## config.mk

```make
export PLATFORM = sky130hd
export DESIGN_NAME = lscpu_alu
export DESIGN_NICKNAME = d
export VERILOG_FILES = /design/src/rtl/lscpu_pkg.sv /design/src/rtl/lscpu_alu.sv
export SDC_FILE = /design/constraint.sdc
export NUM_CORES = 1
export LEC_CHECK = 0
export ABC_AREA = 1
export BUFFER_PORTS_ARGS = -buffer_cell sky130_fd_sc_hd__buf_4
export CORE_MARGIN = 2
export CORE_UTILIZATION = 52
export DETAILED_ROUTE_END_ITERATION = 6
export PLACE_DENSITY = 0.85
export SLEW_MARGIN = 0
export SYNTH_ARGS = -nofsm -noshare
export SYNTH_HDL_FRONTEND = slang
export SYNTH_SLANG_ARGS = --single-unit
```

## constraint.sdc

```tcl
create_clock -name vclk -period 3.85
set_input_delay 0.1925 -clock vclk [all_inputs]
set_output_delay 0.1925 -clock vclk [all_outputs]
set_load 0.1 [all_outputs]
```

## src/rtl/lscpu_pkg.sv

```systemverilog
// ----------------------------------------------------------------------------
// lscpu_pkg
// Shared types and codes of the load/store CPU execute unit: beat payloads,
// action, opcode, funct and status codes, and the execute control bundle.
// ----------------------------------------------------------------------------
package lscpu_pkg;

	// action codes of a command beat
	localparam logic [1:0] ACT_EXEC   = 2'd0;
	localparam logic [1:0] ACT_WR_MEM = 2'd1;
	localparam logic [1:0] ACT_RD_MEM = 2'd2;
	localparam logic [1:0] ACT_RD_REG = 2'd3;

	// opcodes
	localparam logic [5:0] OP_RTYPE = 6'd0;
	localparam logic [5:0] OP_ADDI  = 6'd1;
	localparam logic [5:0] OP_SUBI  = 6'd2;
	localparam logic [5:0] OP_ANDI  = 6'd3;
	localparam logic [5:0] OP_ORI   = 6'd4;
	localparam logic [5:0] OP_SHL   = 6'd5;
	localparam logic [5:0] OP_SHR   = 6'd6;
	localparam logic [5:0] OP_LW    = 6'd7;
	localparam logic [5:0] OP_SW    = 6'd8;
	localparam logic [5:0] OP_BLT   = 6'd9;
	localparam logic [5:0] OP_BEQ   = 6'd10;
	localparam logic [5:0] OP_BNE   = 6'd11;
	localparam logic [5:0] OP_JMP   = 6'd12;

	// R-type funct codes
	localparam logic [5:0] FN_ADD = 6'b010000;
	localparam logic [5:0] FN_SUB = 6'b010001;
	localparam logic [5:0] FN_AND = 6'b010010;
	localparam logic [5:0] FN_OR  = 6'b010011;
	localparam logic [5:0] FN_NOR = 6'b010100;

	// response status codes
	localparam logic [1:0] STS_OK        = 2'd0;
	localparam logic [1:0] STS_HALTED    = 2'd1;
	localparam logic [1:0] STS_INV_OP    = 2'd2;
	localparam logic [1:0] STS_INV_FUNCT = 2'd3;

	localparam logic [31:0] HALT_WORD = 32'hFC00_0000;

	typedef struct packed {
		logic [1:0]  action;
		logic [31:0] instruction_word;
		logic [9:0]  mem_address;
		logic [31:0] write_value;
		logic [4:0]  reg_index;
	} cmd_t;

	typedef struct packed {
		logic [15:0] next_pc;
		logic [1:0]  status;
		logic [31:0] read_value;
	} rsp_t;

	// decoded effects of one instruction, from the execute logic to the core
	typedef struct packed {
		logic        rf_we;
		logic [4:0]  rf_waddr;
		logic [31:0] rf_wdata;
		logic        dm_we;
		logic        dm_re;
		logic [31:0] ea;
		logic [31:0] dm_wdata;
		logic        pc_we;
		logic        set_halt;
		logic [1:0]  status;
	} exec_t;

endpackage

```

## src/rtl/lscpu_alu.sv

```systemverilog
// ----------------------------------------------------------------------------
// lscpu_alu
// Decode and execute of one instruction word against its two register
// operands: ALU result, effective address, branch/jump target and status.
// ----------------------------------------------------------------------------
module lscpu_alu #(
	parameter int PC_WIDTH = 16
) (
	input  logic [31:0]         word,
	input  logic [31:0]         a,
	input  logic [31:0]         b,
	input  logic [PC_WIDTH-1:0] pc,
	input  logic                halted,
	output logic [PC_WIDTH-1:0] pc_next,
	output lscpu_pkg::exec_t    ex
);
	import lscpu_pkg::*;

	logic [5:0]          op;
	logic [5:0]          fn;
	logic [4:0]          rt;
	logic [4:0]          rd;
	logic [31:0]         imm_sx;
	logic                sh_big;
	logic [31:0]         shl_res;
	logic [31:0]         shr_res;
	logic [PC_WIDTH-1:0] pc_inc;
	logic                take;

	assign op     = word[31:26];
	assign fn     = word[5:0];
	assign rt     = word[20:16];
	assign rd     = word[15:11];
	assign imm_sx = {{16{word[15]}}, word[15:0]};

	// amount is the extended immediate as unsigned: anything >= 32 clears
	assign sh_big  = |imm_sx[31:5];
	assign shl_res = sh_big ? '0 : (a << imm_sx[4:0]);
	assign shr_res = sh_big ? '0 : (a >> imm_sx[4:0]);

	assign pc_inc = pc + PC_WIDTH'(1);

	always_comb begin
		ex          = '0;
		ex.status   = STS_OK;
		ex.ea       = a + imm_sx;
		ex.dm_wdata = b;
		ex.rf_waddr = rt;
		pc_next     = pc_inc;
		take        = 1'b0;
		if (halted) begin
			ex.status = STS_HALTED;
		end else if (word == HALT_WORD) begin
			ex.set_halt = 1'b1;
			ex.status   = STS_HALTED;
		end else if (word == '0) begin
			ex.pc_we = 1'b1;
		end else begin
			case (op)
				OP_RTYPE: begin
					ex.pc_we    = 1'b1;
					ex.rf_waddr = rd;
					ex.rf_we    = 1'b1;
					case (fn)
						FN_ADD: ex.rf_wdata = a + b;
						FN_SUB: ex.rf_wdata = a - b;
						FN_AND: ex.rf_wdata = a & b;
						FN_OR:  ex.rf_wdata = a | b;
						FN_NOR: ex.rf_wdata = ~(a | b);
						default: begin
							ex.rf_we  = 1'b0;
							ex.status = STS_INV_FUNCT;
						end
					endcase
				end
				OP_ADDI: begin
					ex.pc_we = 1'b1; ex.rf_we = 1'b1; ex.rf_wdata = a + imm_sx;
				end
				OP_SUBI: begin
					ex.pc_we = 1'b1; ex.rf_we = 1'b1; ex.rf_wdata = a - imm_sx;
				end
				OP_ANDI: begin
					ex.pc_we = 1'b1; ex.rf_we = 1'b1; ex.rf_wdata = a & imm_sx;
				end
				OP_ORI: begin
					ex.pc_we = 1'b1; ex.rf_we = 1'b1; ex.rf_wdata = a | imm_sx;
				end
				OP_SHL: begin
					ex.pc_we = 1'b1; ex.rf_we = 1'b1; ex.rf_wdata = shl_res;
				end
				OP_SHR: begin
					ex.pc_we = 1'b1; ex.rf_we = 1'b1; ex.rf_wdata = shr_res;
				end
				OP_LW: begin
					ex.pc_we = 1'b1; ex.dm_re = 1'b1;
				end
				OP_SW: begin
					ex.pc_we = 1'b1; ex.dm_we = 1'b1;
				end
				OP_BLT, OP_BEQ, OP_BNE: begin
					ex.pc_we = 1'b1;
					if (op == OP_BLT) begin
						take = a < b;
					end else if (op == OP_BEQ) begin
						take = a == b;
					end else begin
						take = a != b;
					end
					if (take) begin
						pc_next = pc_inc + PC_WIDTH'(imm_sx);
					end
				end
				OP_JMP: begin
					ex.pc_we = 1'b1;
					pc_next  = PC_WIDTH'(word[25:0]);
				end
				default: begin
					ex.status = STS_INV_OP;
				end
			endcase
		end
	end

endmodule

```

# Yosys cells after proc, flatten, opt, wreduce, memory -nomap -nowiden
# Index checks and enable logic that the tools add are counted.
[word_totals] reg_bits=0 latch_bits=0 mem_bits_rw=0 romBits=0 inputBits=113 out_inout_bits=124 elab_cells=75 mem_count=0
[classes] n_addsub=6 n_mul=0 div_mod_pow=0 magnitude_cmp=1 n_eq_ne=20 n_shift=2 muxes=33 n_bitwise=5 n_reduce_logical=8
[op_table] op="one-hot mux 32 bit (7 select lines)" n=1
[op_table] op="one-hot mux 32 bit (5 select lines)" n=1
[op_table] op="two-way mux 40 bit" n=3
[op_table] op="adder 32 bit" n=2
[op_table] op="bitwise AND 32 bit" n=2
[op_table] op="two-way mux 16 bit" n=4
[op_table] op="two-way mux 32 bit" n=2
[op_table] op="OR 32 bit" n=2
[op_table] op="subtractor 32 bit" n=2
[op_table] op="equality test 32 bit" n=1
[op_table] op="equality test 32 bit, second input constant" n=1
[op_table] op="logical NOT 32 bit" n=1
[op_table] op="less-than comparator 32 bit" n=1
[op_table] op="!= test 32 bit" n=1
[op_table] op="inverter 32 bit" n=1
[op_table] op="one-hot mux 16 bit (2 select lines)" n=1
[op_table] op="<< shifter 32 x 5 -> 32 bit" n=1
[op_table] op="right shift 32 x 5 -> 32 bit" n=1
[op_table] op="equality test 6 x 4 -> 1 bit, second input constant" n=5
[op_table] op="equality test 6 x 5 -> 1 bit, second input constant" n=5
[op_table] op="equality test 6 x 3 -> 1 bit, second input constant" n=4
[op_table] op="adder 16 x 1 -> 16 bit, second input constant" n=1
[op_table] op="adder 16 bit" n=1
[op_table] op="two-way mux 1 bit" n=13
[op_table] op="13 further kinds" n=18

# Longest topological paths before layout
# Gate-level depths: netlist of run 1.
[logic_depth] word_depth=12 mapped_depth=25 ltp_nobuf=25

# Worst setup path after synthesis of run 1
# Ideal clock, no wire load.
[synth_timing] kind="input -> output" start="input port word[3]" end="output port ex[85] (netlist name)" arrival_ns=4.888 required_time_ns=3.658 path_slack_ns=-1.231 path_stages=16 path_buffers=3 path_cell_list="buf_2 -> inv_1 -> clkbuf_1 -> ha_1 -> buf_2 -> nand2_1 -> nor2_1 -> nand2_1 -> nand2_1 -> nand2_1 -> nand2_1 -> xor2_1 -> nand2_1 -> o211ai_1 -> nor2_1 -> a21oi_1"
[synth_lines] element="start, declared" line_no="lscpu_alu.sv:9" rtl="input logic [31:0] word,"
[synth_lines] element="end, declared" line_no="lscpu_alu.sv:15" rtl="output lscpu_pkg::exec_t ex"

==> results by group, run 1 <==
Global route
  • Largest net degree at the start of global routing: 67
  • First-pass GRT wire length: 145800 µm
  • Initial antenna violation count: 5
  • Met2 Use GR: 0.7558
  • GR met1 Demand/Resource: 0.5837
  • Remaining Overflow, GRT: 0
  • GRT busiest layer: met2
  • GR Util All Layers: 0.5054
  • M3 GR Usage: 0.1550
  • Vias in the first global route: 24360

Route
  • DR iter-0 viols: 3417
  • Via count: 26460
  • DRT antenna net count: 0
  • Post-route DRC: 24
  • Wire length per cell: 22.68 µm
  • Routed WL: 99260 µm
  • First drt pass iteration count: 7
  • Vias per inst: 6.046

Floorplanning
  • Starting Density: 0.5261
  • Row count: 69
  • Die area: 0.03743 mm²
  • Die X: 193.5 µm
  • Die H: 193.5 µm
  • Ports: 237
  • Core ar.: 0.03548 mm²

Synth
  • Part of the Yosys area used for sequential elements: 0
  • Post-Synth Adder-Cell Area: 0.1501
  • Mux share of post-synthesis cell area: 0
  • Synth warn: 0
  • Distinct cell type count of the synthesized netlist: 56
  • Post-Syn Area: 0.01867 mm²
  • Synth Area in XOR/XNOR: 0.01830
  • Main combinational cell family by area after synthesis: simple AND/OR/NAND/NOR gates
  • Compound-Gate Fraction of Synth Area: 0.1270
  • Syn avg cell area: 4.974 µm²
  • Simple-gate share of the synthesized area: 0.5374
  • Syn Nets: 4087
  • Syn Inst Count: 3753

Setup path
  • Crit-path max FO: 9
  • Crit path launch: a[6]
  • CP Class: input pin to primary output
  • CP endpoint kind: primary output
  • Required time of the critical path: 3.66 ns
  • Startpoint Class: input pin
  • Critical Path AT: 3.50 ns

Final layout
  • Reg area: 0 µm²
  • Sequential cell count: 0
  • P&R area growth vs syn: 12.12%
  • Fin area: 0.02093 mm²
  • Layout cells sized above 1: 0.1134
  • Clock buf count: 0
  • # nets final: 4244

Placed design
  • Dpl ws: 0.4608 ns
  • Hpwl dp: 82150 µm
  • Placed cell area: 0.02091 mm²
  • RD Place Congestion: 1.206
  • IO buf count: 237

STA
  • Unrepaired setup endpoints after global routing: false
  • Tmin final: 3.696 ns
  • Measured slew at the worst slew-check pin: 1.171 ns
  • Final worst slack: 0.1536 ns
  • Fmax: 0.2705 GHz
  • Final setup viols: 0
  • Hold_ws: 0.7265 ns
  • Max_slew headroom: 0.2109
  • Final hold violations: 0
  • Final max-slew violation count: 0
  • Final period utilization: 0.9601

Worst hold path
  • Hold Path Depth: 2
  • Hold Startpoint: b[8]
  • Hold WC Path Type: input pin to primary output
  • Hold EP: ex[12]

Flow run
  • Max_cap viols: 0

Status
  • Status: finished, violations left
  • Failing checks: design-rule violations

Clock network
  • Hold_buf cts: 0
==> synthesized netlist by cell type, types with 2 or more instances <==
cell type	instances	area (µm²)
nand3_4	2	35.03
nand2_4	6	67.56
o21ai_1	12	60.06
a21oi_2	2	17.52
o221ai_1	3	26.28
o31ai_1	5	37.54
nor2_1	337	1265
o21bai_1	19	142.6
nand3_1	507	2537
a21oi_1	254	1271
buf_4	49	367.9
o22ai_1	12	75.07
o2111ai_1	7	61.31
nand3_2	14	140.1
a211oi_1	2	15.01
a31oi_1	6	37.54
nor4_1	6	37.54
buf_6	11	123.9
o211ai_1	13	97.59
nand2_2	12	75.07
nor2_2	10	62.56
buf_1	5	18.77
inv_4	2	12.51
ha_1	216	2703
nor2_4	9	101.4
inv_1	532	1997
clkbuf_1	35	131.4
and2_1	35	219.0
nand2_1	1277	4793
xor2_1	31	271.5
nand4_1	47	294.0
buf_2	65	325.3
xnor2_1	8	70.07
or2_2	5	31.28
nand3b_1	13	97.59
inv_2	27	101.4
fa_1	5	100.1
nor3_1	38	190.2
o21ai_0	92	460.4
a21o_1	5	37.54
clkinv_2	2	10.01
==> logic make-up after synthesis <==
logic type               Yosys count
AO/OA/AOI/OAI                    436
XOR/XNOR                          39
AND/OR/NAND/NOR                 2326
buffers and inverters            731
adder cells (fa/ha/maj)          221
==> cells in the final DEF (no fill, tap or decap), types with 3 or more instances in the layout <==
cell type and n:
ha_1 216, a21o_1 5, o31ai_1 5, o21ai_0 92
a21oi_2 5, xnor2_1 7, nor2_2 15, o2111ai_1 7
o22ai_1 12, a31oi_1 5, xor2_1 22, nand2_1 1276
buf_4 316, nand3_1 507, fa_1 5, a21oi_4 4
inv_1 531, or2_2 5, nor2_1 332, nand2_2 13
nor4_1 6, diode_2 7, o21ai_1 12, nor3_1 38
inv_2 27, xor2_2 8, buf_12 6, and2_1 35
nand2_4 6, nand4_1 47, nor2_4 9, o21bai_1 19
o221ai_1 3, nand3_2 14, nand3b_1 13, a21oi_1 247
o211ai_1 13
==> routing by layer <==
layer | routed length, µm | vias to the layer above
li1 | - | 12230
met4 | 10870 | 6
met5 | 51 | -
met3 | 13450 | 546
met2 | 39950 | 2052
met1 | 34940 | 11620
==> how the worst max path moves through the flow <==
stage                  end  slack (ns)  cells past startpoint
3_5_place_dp   pc_next[13]        0.46                     21
3_3_place_gp        ex[99]        0.44                     16
2_1_floorplan        ex[2]       -0.30                      7
4_1_cts        pc_next[13]        0.46                     21
5_1_grt             ex[96]        0.12                     18
6_report            ex[85]        0.15                     14
==> through the flow <==
stage,cells,TNS (ns),util
floorplan,3753,-0.6027,-
global placement,4369,0,0.5892
detailed placement,4369,0,0.5892
CTS,4369,0,0.5892
global route,4369,0,0.5894
finish,4376,0,0.5899
==> cell type report <==
class,instances,area (µm²)
multi-input combinational,3022,15710
fill,3835,14550
antenna,7,17.52
tap,461,576.8
timing repair buffer,322,2492
inverter,564,2133
==> critical path, cell delays in order <==
cell	delay (ns)
buf_4	0.22
inv_1	0.23
ha_1	0.57
nand2_1	0.19
nor2_1	0.13
nand2_1	0.08
nand2_1	0.17
nand2_1	0.13
nand2_2	0.29
o21ai_0	0.12
o211ai_1	0.39
nand2_1	0.15
a21oi_2	0.27
buf_4	0.34
==> what timing repair did <==
item,in CTS,in global routing
resized for setup,0,2
setup buffers,0,0
setup endpoints to repair,0,1
==> inputs of run 2 (changes only) <==
- BUFFER_PORTS_ARGS: -buffer_cell sky130_fd_sc_hd__buf_4 -> not set
- DONT_BUFFER_PORTS: not set -> 1
- PLACE_DENSITY: 0.85 -> 0.79
- clock period: 3.85 -> 3.9 ns (I/O delays scaled with it)
==> results by group, run 2 (synthesis results as in run 1) <==
Status
  • Status: finished clean

Placed design
  • RD Place Congestion: 1.116 (-7.5%)
  • IO buf count: 0 (-100%)
  • Hpwl dp: 73690 µm (-10%)

Setup path
  • Crit-path cells: ha_1 > inv_1 > fa_1 > inv_1 > nand3_1 > nand3_1 > nand2_1 > nand2_1 > xor2_4 > a211oi_1 > nand2_1 > nor2_1 > nor2_2 > buf_12
  • Critical Path AT: 3.30 ns (-0.20 ns)
  • Startpoint Class: input pin
  • Delay-heaviest family, CP: simple AND/OR/NAND/NOR gates
  • CP bufs+invs: 3 (unchanged)
  • Crit-path max FO: 5 (-4)
  • Max incr delay on CP: 0.73 ns (+0.16 ns)
  • Crit path top cell by count: nand2_1
  • Required time of the critical path: 3.70 ns (+0.04 ns)
  • CP Class: input pin to primary output
  • CP endpoint kind: primary output
  • Critical-path top delay cell: a211oi_1

STA
  • Tmin final: 3.499 ns
  • Unrepaired setup endpoints after global routing: false
  • Measured slew at the worst slew-check pin: 1.225 ns (+0.05407 ns)
  • Final max-slew violation count: 0 (unchanged)
  • Fmax: 0.2858 GHz
  • Hold_ws: 0.3900 ns (-0.3364 ns)
  • Final setup viols: 0 (unchanged)
  • Max_slew headroom: 0.1801 (-0.03081)
  • Final hold violations: 0 (unchanged)
  • Final period utilization: 0.8973
  • Setup_tns: 0 ns (unchanged)

Global route
  • Largest net degree at the start of global routing: 75 (+12%)
  • First-pass GRT wire length: 135200 µm (-7.3%)
  • Vias in the first global route: 23130 (-5.0%)
  • GR Util All Layers: 0.4585 (-0.04693)
  • Initial antenna violation count: 0 (-5)
  • Remaining Overflow, GRT: 0 (unchanged)

Floorplanning
  • Row count: 69 (unchanged)
  • Core ar.: 0.03548 mm² (unchanged)
  • Die area: 0.03743 mm² (unchanged)
  • Die H: 193.5 µm (unchanged)
  • Starting Density: 0.5261 (unchanged)
  • Ports: 237 (unchanged)
  • Die X: 193.5 µm (unchanged)

Pwr
  • VDD IR max: 0.2490 mV
  • Power per cell area: 157.9 mW/mm²
  • LEAKAGE: 11.11 nW
  • Final Power: 3.136 mW

Final layout
  • Clock buf count: 0 (unchanged)
  • Reg area: 0 µm² (unchanged)
  • N_diodes: 0 (-7)
  • Sequential cell count: 0 (unchanged)
  • Layout cells sized above 1: 0.07206 (-0.04129)
  • Fillers: 3915 (+2.1%)
  • Multi-input gate area: 0.01587 mm² (+1.0%)
  • P&R area growth vs syn: 6.420%
  • Commonest non-fill, non-tap cell in the layout: nand2_1
  • Commonest non-fill, non-tap cells in the layout: 1277 x nand2_1, 532 x inv_1, 507 x nand3_1
  • # nets final: 4041 (-4.8%)

Clock network
  • Setup Buffers After CTS: 0 (unchanged)
  • Hold_buf cts: 0 (unchanged)
  • Post_cts resized: 0 (unchanged)

Route
  • First drt pass iteration count: 7 (unchanged)
  • DR iter-0 viols: 3464 (+1.4%)
  • Via count: 25250 (-4.6%)
  • Wire length per cell: 21.59 µm (-4.8%)
  • Routed WL: 89950 µm (-9.4%)
  • DRT antenna net count: 0 (unchanged)
  • Vias per inst: 6.061 (+0.26%)
  • Post-route DRC: 0 (-100%)

Flow run
  • Max_cap viols: 0 (unchanged)

Worst hold path
  • Hold WC Path Type: input pin to primary output
==> run 2: cell types whose count changed in the layout (fill, tap and decap cells not counted), moves of 7 or more <==
cell / delta
a21oi_1: -17
a21oi_2: +17
buf_12: +21
buf_4: -227
diode_2: -7
==> run 2: final cells by class <==
class	count	share of cell area
inverter	564	0.1072
timing repair buffer	119	0.06487
tap	461	0.02903
multi-input combinational	3022	0.7989
==> run 2: path summary, 6_finish.rpt <==
kind                   from     end  slack (ns)  depth (start not counted)
worst min-delay path  b[26]  ex[30]        0.39                          0
worst max-delay path   a[0]  ex[76]        0.40                         14
==> run 2: metal layers <==
layer / vias to the layer above / share of wire / global-route usage
li1: 11800 / - / -
met1: 11130 / 0.38 / 0.5819
met2: 1893 / 0.39 / 0.6712
met3: 432 / 0.14 / 0.1086
met4: 0 / 0.094 / 0.3427
met5: - / 0 / 0
==> run 2: power breakdown <==
part | total (mW) | leakage (nW) | internal [mW] | switching, mW
Clock | 0 | 0 | 0 | 0
Sequential | 0 | 0 | 0 | 0
Combinational | 3.14 | 11.1 | 0.819 | 2.32
==> run 2: metrics by stage <==
stage | instance area (µm²) | util | std cells | setup WS (ns)
after global placement | 19870 | 0.5599 | 4166 | 0.6316
final | 19870 | 0.5599 | 4166 | 0.4007
after floorplan | 18820 | - | 3753 | -0.2560
after global routing | 19870 | 0.5599 | 4166 | 0.2508
after CTS | 19870 | 0.5599 | 4166 | 0.6151
after detailed placement | 19870 | 0.5599 | 4166 | 0.6277
No activity file was read; power rests on OpenSTA's default activity.
